### src/rtl/bdlp_pkg.sv
// shared types, register codes and reset values for the button debouncer
`timescale 1ns / 1ps
`default_nettype none

package bdlp_pkg;

	localparam int unsigned TimeW = 32;
	localparam int unsigned DebW  = 16;
	localparam int unsigned AddrW = 4;
	localparam int unsigned DataW = 32;

	localparam logic             ActiveLowRst = 1'b1;
	localparam logic [DebW-1:0]  DebounceRst  = 16'd50;
	localparam logic [TimeW-1:0] LongPressRst = 32'd3000;
	localparam logic             EnabledRst   = 1'b0;

	// register index, taken from paddr[3:2]
	typedef enum logic [1:0] {
		REG_ACTIVE_LOW = 2'd0,
		REG_DEBOUNCE   = 2'd1,
		REG_LONG_PRESS = 2'd2,
		REG_ENABLED    = 2'd3
	} reg_idx_t;

	typedef struct packed {
		logic             active_low;
		logic [DebW-1:0]  debounce_ms;
		logic [TimeW-1:0] long_press_ms;
		logic             enabled;
	} cfg_t;

	typedef struct packed {
		logic             raw_level;
		logic [TimeW-1:0] now_ms;
	} in_t;

	typedef struct packed {
		logic             press_event;
		logic             release_event;
		logic             long_event;
		logic             pressed_now;
		logic [TimeW-1:0] hold_ms;
	} out_t;

endpackage

`default_nettype wire

### src/rtl/bdlp_regs.sv
// apb configuration registers of the button debouncer
`timescale 1ns / 1ps
`default_nettype none

module bdlp_regs (
	input  logic                       clk,
	input  logic                       arst_n,
	input  logic                       psel,
	input  logic                       penable,
	input  logic                       pwrite,
	input  logic [bdlp_pkg::AddrW-1:0] paddr,
	input  logic [bdlp_pkg::DataW-1:0] pwdata,
	output logic [bdlp_pkg::DataW-1:0] prdata,
	output bdlp_pkg::cfg_t             cfg
);
	import bdlp_pkg::*;

	cfg_t     cfg_q;
	reg_idx_t idx;
	logic     wr_en;

	assign idx   = reg_idx_t'(paddr[3:2]);
	assign wr_en = psel & penable & pwrite;

	always_ff @(posedge clk or negedge arst_n) begin
		if (!arst_n) begin
			cfg_q.active_low    <= ActiveLowRst;
			cfg_q.debounce_ms   <= DebounceRst;
			cfg_q.long_press_ms <= LongPressRst;
			cfg_q.enabled       <= EnabledRst;
		end else if (wr_en) begin
			case (idx)
				REG_ACTIVE_LOW: cfg_q.active_low    <= pwdata[0];
				REG_DEBOUNCE:   cfg_q.debounce_ms   <= pwdata[DebW-1:0];
				REG_LONG_PRESS: cfg_q.long_press_ms <= pwdata[TimeW-1:0];
				REG_ENABLED:    cfg_q.enabled       <= pwdata[0];
				default: ;
			endcase
		end
	end

	always_comb begin
		case (idx)
			REG_ACTIVE_LOW: prdata = {{(DataW-1){1'b0}}, cfg_q.active_low};
			REG_DEBOUNCE:   prdata = {{(DataW-DebW){1'b0}}, cfg_q.debounce_ms};
			REG_LONG_PRESS: prdata = cfg_q.long_press_ms;
			REG_ENABLED:    prdata = {{(DataW-1){1'b0}}, cfg_q.enabled};
			default:        prdata = '0;
		endcase
	end

	assign cfg = cfg_q;

endmodule

`default_nettype wire

### src/rtl/bdlp_core.sv
// debounce state registers and the per-sample event logic
`timescale 1ns / 1ps
`default_nettype none

module bdlp_core (
	input  logic           clk,
	input  logic           arst_n,
	input  bdlp_pkg::cfg_t cfg,
	input  logic           step,
	input  bdlp_pkg::in_t  sample,
	output bdlp_pkg::out_t result
);
	import bdlp_pkg::*;

	logic             prev_raw_q;
	logic             stable_level_q;
	logic [TimeW-1:0] change_time_q;
	logic [TimeW-1:0] press_start_q;
	logic             long_done_q;

	logic             level;
	logic [TimeW-1:0] now;
	logic             pressed;
	logic [TimeW-1:0] change_time_d;
	logic [TimeW-1:0] press_start_d;
	logic             stable_level_d;
	logic             long_done_d;
	logic [TimeW-1:0] since_change;
	logic [TimeW-1:0] since_press;
	logic             settled;
	logic             press_ev;
	logic             release_ev;
	logic             long_ev;

	assign level   = sample.raw_level;
	assign now     = sample.now_ms;
	assign pressed = cfg.active_low ? ~level : level;

	always_comb begin
		change_time_d  = (level != prev_raw_q) ? now : change_time_q;
		since_change   = now - change_time_d;
		settled        = since_change > {{(TimeW-DebW){1'b0}}, cfg.debounce_ms};
		stable_level_d = stable_level_q;
		press_start_d  = press_start_q;
		long_done_d    = long_done_q;
		press_ev       = 1'b0;
		release_ev     = 1'b0;
		long_ev        = 1'b0;
		if (settled && (level != stable_level_q)) begin
			stable_level_d = level;
			if (pressed) begin
				press_start_d = now;
				long_done_d   = 1'b0;
				press_ev      = 1'b1;
			end else begin
				release_ev = 1'b1;
			end
		end
		since_press = now - press_start_d;
		if (settled && pressed && !long_done_d && (since_press >= cfg.long_press_ms)) begin
			long_done_d = 1'b1;
			long_ev     = 1'b1;
		end
	end

	always_ff @(posedge clk or negedge arst_n) begin
		if (!arst_n) begin
			prev_raw_q     <= 1'b1;
			stable_level_q <= 1'b1;
			change_time_q  <= '0;
			press_start_q  <= '0;
			long_done_q    <= 1'b0;
		end else if (step && cfg.enabled) begin
			prev_raw_q     <= level;
			stable_level_q <= stable_level_d;
			change_time_q  <= change_time_d;
			press_start_q  <= press_start_d;
			long_done_q    <= long_done_d;
		end
	end

	always_comb begin
		if (cfg.enabled) begin
			result.press_event   = press_ev;
			result.release_event = release_ev;
			result.long_event    = long_ev;
			result.pressed_now   = pressed;
			result.hold_ms       = pressed ? since_press : '0;
		end else begin
			result = '0;
		end
	end

endmodule

`default_nettype wire

### src/rtl/button_debounce_long_press.sv
// top level of the button debouncer with press, release and long-press flags
// a taken sample goes to the input register, its result to the output register
// throughput: one sample word per cycle unless the receiver stalls, set by
// the state update between the input register and the output register
// reset: arst_n clears handshake, debounce and configuration state at once
`timescale 1ns / 1ps
`default_nettype none

module button_debounce_long_press (
	input  logic                       clk,
	input  logic                       arst_n,
	// apb configuration port
	input  logic                       psel,
	input  logic                       penable,
	input  logic                       pwrite,
	input  logic [bdlp_pkg::AddrW-1:0] paddr,
	input  logic [bdlp_pkg::DataW-1:0] pwdata,
	output logic [bdlp_pkg::DataW-1:0] prdata,
	output logic                       pready,
	// sample channel
	input  logic                       sample_valid,
	output logic                       sample_ready,
	input  bdlp_pkg::in_t              sample,
	// result channel
	output logic                       result_valid,
	input  logic                       result_ready,
	output bdlp_pkg::out_t             result
);
	import bdlp_pkg::*;

	cfg_t cfg;
	in_t  sample_s1;
	logic valid_s1;
	out_t result_d;
	out_t result_q;
	logic result_valid_q;
	logic advance;

	// no wait states on the configuration port
	assign pready = 1'b1;

	bdlp_regs u_regs (
		.clk     (clk),
		.arst_n  (arst_n),
		.psel    (psel),
		.penable (penable),
		.pwrite  (pwrite),
		.paddr   (paddr),
		.pwdata  (pwdata),
		.prdata  (prdata),
		.cfg     (cfg)
	);

	// the word in s1 moves on when the output register is empty or being drained
	assign advance      = valid_s1 & (~result_valid_q | result_ready);
	assign sample_ready = ~valid_s1 | advance;

	// input register
	always_ff @(posedge clk or negedge arst_n) begin
		if (!arst_n) begin
			valid_s1 <= 1'b0;
		end else if (sample_ready) begin
			valid_s1 <= sample_valid;
		end
	end

	always_ff @(posedge clk) begin
		if (sample_ready && sample_valid) begin
			sample_s1 <= sample;
		end
	end

	// debounce state advances once per word as it leaves s1, and only while enabled
	bdlp_core u_core (
		.clk    (clk),
		.arst_n (arst_n),
		.cfg    (cfg),
		.step   (advance),
		.sample (sample_s1),
		.result (result_d)
	);

	// output register
	always_ff @(posedge clk or negedge arst_n) begin
		if (!arst_n) begin
			result_valid_q <= 1'b0;
		end else if (advance) begin
			result_valid_q <= 1'b1;
		end else if (result_ready) begin
			result_valid_q <= 1'b0;
		end
	end

	always_ff @(posedge clk) begin
		if (advance) begin
			result_q <= result_d;
		end
	end

	assign result_valid = result_valid_q;
	assign result       = result_q;

endmodule

`default_nettype wire

### config.mk
export PLATFORM = sky130hd
export DESIGN_NAME = button_debounce_long_press
export DESIGN_NICKNAME = d
export VERILOG_FILES = /design/src/rtl/bdlp_pkg.sv /design/src/rtl/bdlp_regs.sv /design/src/rtl/bdlp_core.sv /design/src/rtl/button_debounce_long_press.sv
export SDC_FILE = /design/constraint.sdc
export NUM_CORES = 1
export LEC_CHECK = 0
export BUFFER_PORTS_ARGS = -buffer_cell sky130_fd_sc_hd__buf_2
export CORE_ASPECT_RATIO = 1.75
export CORE_MARGIN = 2
export CORE_UTILIZATION = 36
export DETAILED_ROUTE_END_ITERATION = 12
export PLACE_DENSITY = 0.5
export SKIP_CTS_REPAIR_TIMING = 1
export SLEW_MARGIN = 30
export SYNTH_ARGS = -nofsm -noshare
export SYNTH_HDL_FRONTEND = slang
export SYNTH_SLANG_ARGS = --single-unit
### constraint.sdc
create_clock -name clk -period 17.48 [get_ports clk]
set_input_delay 1.748 -clock clk [delete_from_list [all_inputs] [get_ports clk]]
set_output_delay 1.748 -clock clk [all_outputs]
set_load 0.01 [all_outputs]
* Word-level counts from Yosys, hierarchy flattened *
Cells that the tools add are included.

word-level totals
  bits in registers = 188
  output and inout port bits = 71
  logic and storage cells = 64

operators by class
  add/sub/neg operators = 2
  magnitude comparators = 2
  equal/unequal tests = 5
  muxes and demuxes = 13
  bitwise logic cells = 8
  reduce and logical (&&, ||, !) cells = 16

operator list
  cell                count
  $pmux 32 s4         1
  $mux 32             3
  $sub 32x32->32      2
  $ge 32x32->1        1
  $gt 32x16->1        1
  $reduce_and 2->1    7
  $mux 1              9
  $logic_and 1x1->1   6
  $eq 2x2->1 const B  2
  $and 1x1->1         3
  $not 1->1           3
  $eq 2x1->1 const B  1
  $logic_not 2->1     1
  $ne 1x1->1          2
  $or 1x1->1          2
  $reduce_bool 2->1   1
  $logic_not 1->1     1

* Depth between registers and ports, before layout *
  word-level depth = 10
  gate-level depth with buffers = 62
  mapped depth without buffers = 55

* Hierarchy *
Synthesis repeated with hierarchy kept, for this count alone.

second synthesis, totals
  cells, all modules = 1,348
  area, all modules = 13,508.0 um^2

by module, submodules not included
  module                      times used  cells an instance  area each (um^2)
  bdlp_core                   1           1,121              9,095.0
  bdlp_regs                   1           148                2,225.9
  button_debounce_long_press  1           79                 2,187.1

* Worst setup path after synthesis *
Ideal clock, no wire load.

  path type = reg2reg
  start point = reg sample_s1[32] (netlist bit)
  end point = reg u_core.long_done_q
  library setup time = 0.136 ns
  data arrival time = 10.011 ns
  data required time = 17.344 ns
  path slack = 7.333 ns
  cell stages (with the launch flop) = 61
  path buffers = 8
  clock period less this slack = 10.147 ns
  cells stage by stage = edfxtp_1 -> buf_4 -> xnor2_1 -> buf_2 -> buf_2 -> buf_1 -> o21ai_0 -> ha_1 -> a211oi_1 -> nor3_1 -> a21oi_1 -> or2_1 -> clkbuf_1 -> a31oi_1 -> o22ai_1 -> nand2_1 -> o21ai_0 -> ha_1 -> [... 25 more ...] -> nor3_1 -> a211oi_1 -> o21ai_0 -> o31a_1 -> ha_1 -> a21oi_1 -> nor2b_1 -> o21ai_0 -> nand2b_1 -> a21oi_1 -> nor2b_1 -> o21ai_0 -> nand4_1 -> a31o_2 -> inv_1 -> nand2_1 -> o311ai_0 -> a21oi_1

on the way
  longest elaborated chain between the ends = 10

RTL lines
  item                         line                              text
  start, declared              button_debounce_long_press.sv:32  in_t sample_s1;
  start signal, assigned       button_debounce_long_press.sv:69  sample_s1 <= sample;
  $ne 1x1->1                   bdlp_core.sv:40                   change_time_d = (level != prev_raw_q) ? now : change_time_q;
  $mux 32                      bdlp_core.sv:40
  via u_core.change_time_d[0]  bdlp_core.sv:24                   logic [TimeW-1:0] change_time_d;
  $sub 32x32->32               bdlp_core.sv:41                   since_change = now - change_time_d;
  $gt 32x16->1                 bdlp_core.sv:42                   settled = since_change > {{(TimeW-DebW){1'b0}}, cfg.debounce_ms};
  $logic_and 1x1->1            bdlp_core.sv:49                   if (settled && (level != stable_level_q)) begin
  $mux 32                      bdlp_core.sv:49
  $sub 32x32->32               bdlp_core.sv:59                   since_press = now - press_start_d;
  via u_core.since_press[26]   bdlp_core.sv:29                   logic [TimeW-1:0] since_press;
  $ge 32x32->1                 bdlp_core.sv:60                   if (settled && pressed && !long_done_d && (since_press >= cfg.long_press_ms)) begin
  $logic_and 1x1->1            bdlp_core.sv:60
  $mux 1                       bdlp_core.sv:60
  end signal, assigned         bdlp_core.sv:78                   long_done_q <= long_done_d;
  end, declared                bdlp_core.sv:19                   logic long_done_q;

The timed path passes the listed nets, and every way through them passes these cells.
A chain may end at the register's enable or synchronous reset.

* Worst setup path in the final report *
Ends and elaborated chain as after synthesis.

==> reports/metrics.cfg <==
[run]
max-cap-violations=0

[sta]
setup_viol=0
skew_ns=0.0137
timing.slew.headroom=0.360
rsz0062_at_grt=false
finalMaxSlewViolations=0
hold_viol=0
fin_crit_sh=0.707
worst_slew_pin_slew_ns=0.935
fin_crit_ns=12.35
clock.fmax_mhz=81.0
tns_ns=0
layout_setup_ws_ns=5.13

[final_layout]
areaGrowthSynthToFinish_pct=13.6
multiInputGateArea_um2=7660
fillers=3683
design_area_um2=15100
layout.nets=1699
regArea_um2=5070
drive_gt1_frac=0.195

[synth]
yosys.area.top_type_share=0.200
synth_edf_count=69
ys_async_sr_fraction=0.633
synth_area_per_cell_um2=9.45
synth-seq-area-share=0.382
ys.flop_type=dfrtp_1
syn-num-nets=1580
synth_adder_area_share=0.0994
ys_top_cells_by_area=dfrtp_1, edfxtp_1, ha_1, mux2_2, mux2i_1
synthCells=1404
synthSimpleGateAreaFrac=0.162
yosys_warnings=0
synth.largest_area_cell=dfrtp_1
synth_xor_xnor_area_share=0.0389
synth_compound_area_frac=0.181
synth_mux_area_frac=0.0935
syn_area_um2=13300
ys_ff_latch=188
synth_cell_types=84
synth_top_family_by_area=compound AO/OA/AOI/OAI gates

[die]
die_w_um=149
dieArea_um2=38500
die_y_um=258
coreArea_um2=36500
rows=93
pin_count=147
start_util=0.363

[cts]
clock_path_buffers=2
htreeDepth=4
insertion_delay_ns=0.47
cts_buffers=17
cts-root-buf=clkbuf_16
clkTransAtPathRegs_ns=0.08
cts.sinks=188
tritoncts=built

[power]
cellPowerDensity_nw_per_um2=189
ir_worst_vdd_uv=87.8
leakagePower_nw=6.75

[placement]
io_buffers=143
dpl_cell_area_um2=14500
place_ws_ns=5.06
dpl.hpwl_mm=29.9
place_congestion=0.890

[global_route]
grt_overflow=0
grt_pass1_vias=10800
grt_max_degree=68
track_usage=0.201
grt_antenna_before_repair=1
grt_pass1_wl_mm=59.3

[critical_path]
startpoint_type=flop
critPathRequiredTime_ns=17.82
cp_max_fo=38
crit_path_max_incr_delay_ns=0.76
worstSetupEndpointType=flop
cp.arrival_ns=12.69
cpMaxStageDelayCell=nor4_4
cpMostUsedCell=a21oi_1
crit_type=reg2reg

[route]
vias_per_cell=5.32
vias=10700
drtAntennaViolNets=0
drt-total-wl_mm=37.8
drtPass1Iterations=5
drtIter0Drc=518
wl_per_cell_um=18.8
drc=0

[min_path]
hold_class=reg2reg

[run_status]
outcome=complete, no violations

-- layout by cell type, fill, tap and decap left out, types with 23 or more instances in the layout --
cell      netlist  layout
edfxtp_1       69      69
dfrtp_1       106     106
nand4_1        30      30
o21ai_0       105     105
a21o_1         40      40
ha_1           99      99
mux2i_1        53      53
nor2b_1        24      23
nand3_1        27      27
nor2_1         76      76
a21oi_1        93      93
xnor2_1        38      37
nand2b_1       24      24
nand2_1       127     127
and2_1         43      42
buf_2           8     142
inv_1          85      84
mux2_2         61      61
-- area by class of cell --
| class | instances | share of cell area |
|---|---|---|
| Antenna cell | 1 | 0.000166 |
| Clock buffer | 20 | 0.0311 |
| Clock inverter | 12 | 0.00839 |
| Inverter | 85 | 0.0212 |
| Multi-Input combinational cell | 1074 | 0.509 |
| Sequential cell | 188 | 0.336 |
| Tap cell | 475 | 0.0394 |
| Timing Repair Buffer | 157 | 0.0549 |
-- layer usage --
| metal | vias to the layer above | wire, µm | global-route usage |
|---|---|---|---|
| li1 | 5335 | - | - |
| met1 | 5092 | 15400 | 0.227 |
| met2 | 212 | 19800 | 0.371 |
| met3 | 69 | 996 | 0.0246 |
| met4 | 0 | 1570 | 0.0950 |
| met5 | - | 0 | 0 |
-- final timing paths --
path / from / endpoint / slack (ns) / cells past startpoint
max: sample_s1[32] / u_core.long_done_q / 5.13 / 54
min: u_core.press_start_q[1] / u_core.press_start_q[1] / 0.48 / 2
max reg2reg: sample_s1[32] / u_core.long_done_q / 5.13 / 54
min reg2reg: u_core.press_start_q[1] / u_core.press_start_q[1] / 0.48 / 2
max in group asynchronous: arst_n / u_core.change_time_q[24] / 15.05 / 2
min in group asynchronous: arst_n / u_regs.cfg[3] / 1.35 / 1
-- flip-flops by register name, summed over array words and instances (netlist names) --
signal / count
u_core.prev_raw_q: 1
valid_s1: 1
u_core.press_start_q: 32
u_core.stable_level_q: 1
result_valid: 1
result: 36
sample_s1: 33
u_regs.cfg: 50
u_core.change_time_q: 32
u_core.long_done_q: 1
-- per-stage QoR --
| step | power [mW] | std cells | hold WS [ns] | utilization |
|---|---|---|---|---|
| floorplan | 1.99 | 1404 | 0.449 | - |
| global placement | 2.43 | 1979 | 0.463 | 0.396 |
| detailed placement | 2.45 | 1979 | 0.475 | 0.396 |
| CTS | 2.87 | 2011 | 0.492 | 0.412 |
| global route | 3.11 | 2012 | 0.516 | 0.412 |
| finish | 2.84 | 2012 | 0.484 | 0.412 |
-- cells in the mapped netlist, drive strengths merged (11+ instances only) --
| master | instances |
|---|---|
| a21oi | 94 |
| dfstp | 13 |
| a31oi | 14 |
| mux2i | 53 |
| and3 | 11 |
| nor2 | 76 |
| a21o | 40 |
| clkbuf | 37 |
| xor2 | 20 |
| dfrtp | 106 |
| edfxtp | 69 |
| buf | 20 |
| inv | 85 |
| o21ai | 109 |
| nor3 | 21 |
| nand2 | 127 |
| a22o | 15 |
| nand4 | 30 |
| ha | 99 |
| xnor2 | 38 |
| nand2b | 24 |
| and2 | 43 |
| nand3 | 27 |
| mux2 | 61 |
| or2 | 11 |
| nor2b | 24 |
-- cells by family after synthesis --
group / Yosys count
and+or+nand+nor: 425
AOI/OAI and AO/OA: 369
DFF: 188
buffers and inverters: 142
muxes: 115
adders and majority gates: 106
xor gates and xnor gates: 58
other: 1
-- critical path: cells and delay by family (launching register included) --
kind | cells | cell delay (ns)
compound gates | 26 | 5.16
simple gates | 20 | 4.22
buf+inv | 3 | 1.03
fa+ha+maj | 4 | 0.93
flops | 1 | 0.70
xor+xnor | 1 | 0.16
-- power breakdown --
part / total [mW] / internal, mW / switching [mW]
clock network: 0.403 / 0.213 / 0.190
logic: 1.76 / 0.735 / 1.02
registers: 0.682 / 0.599 / 0.0827
Note: power is estimated with default switching activity, not from simulation.
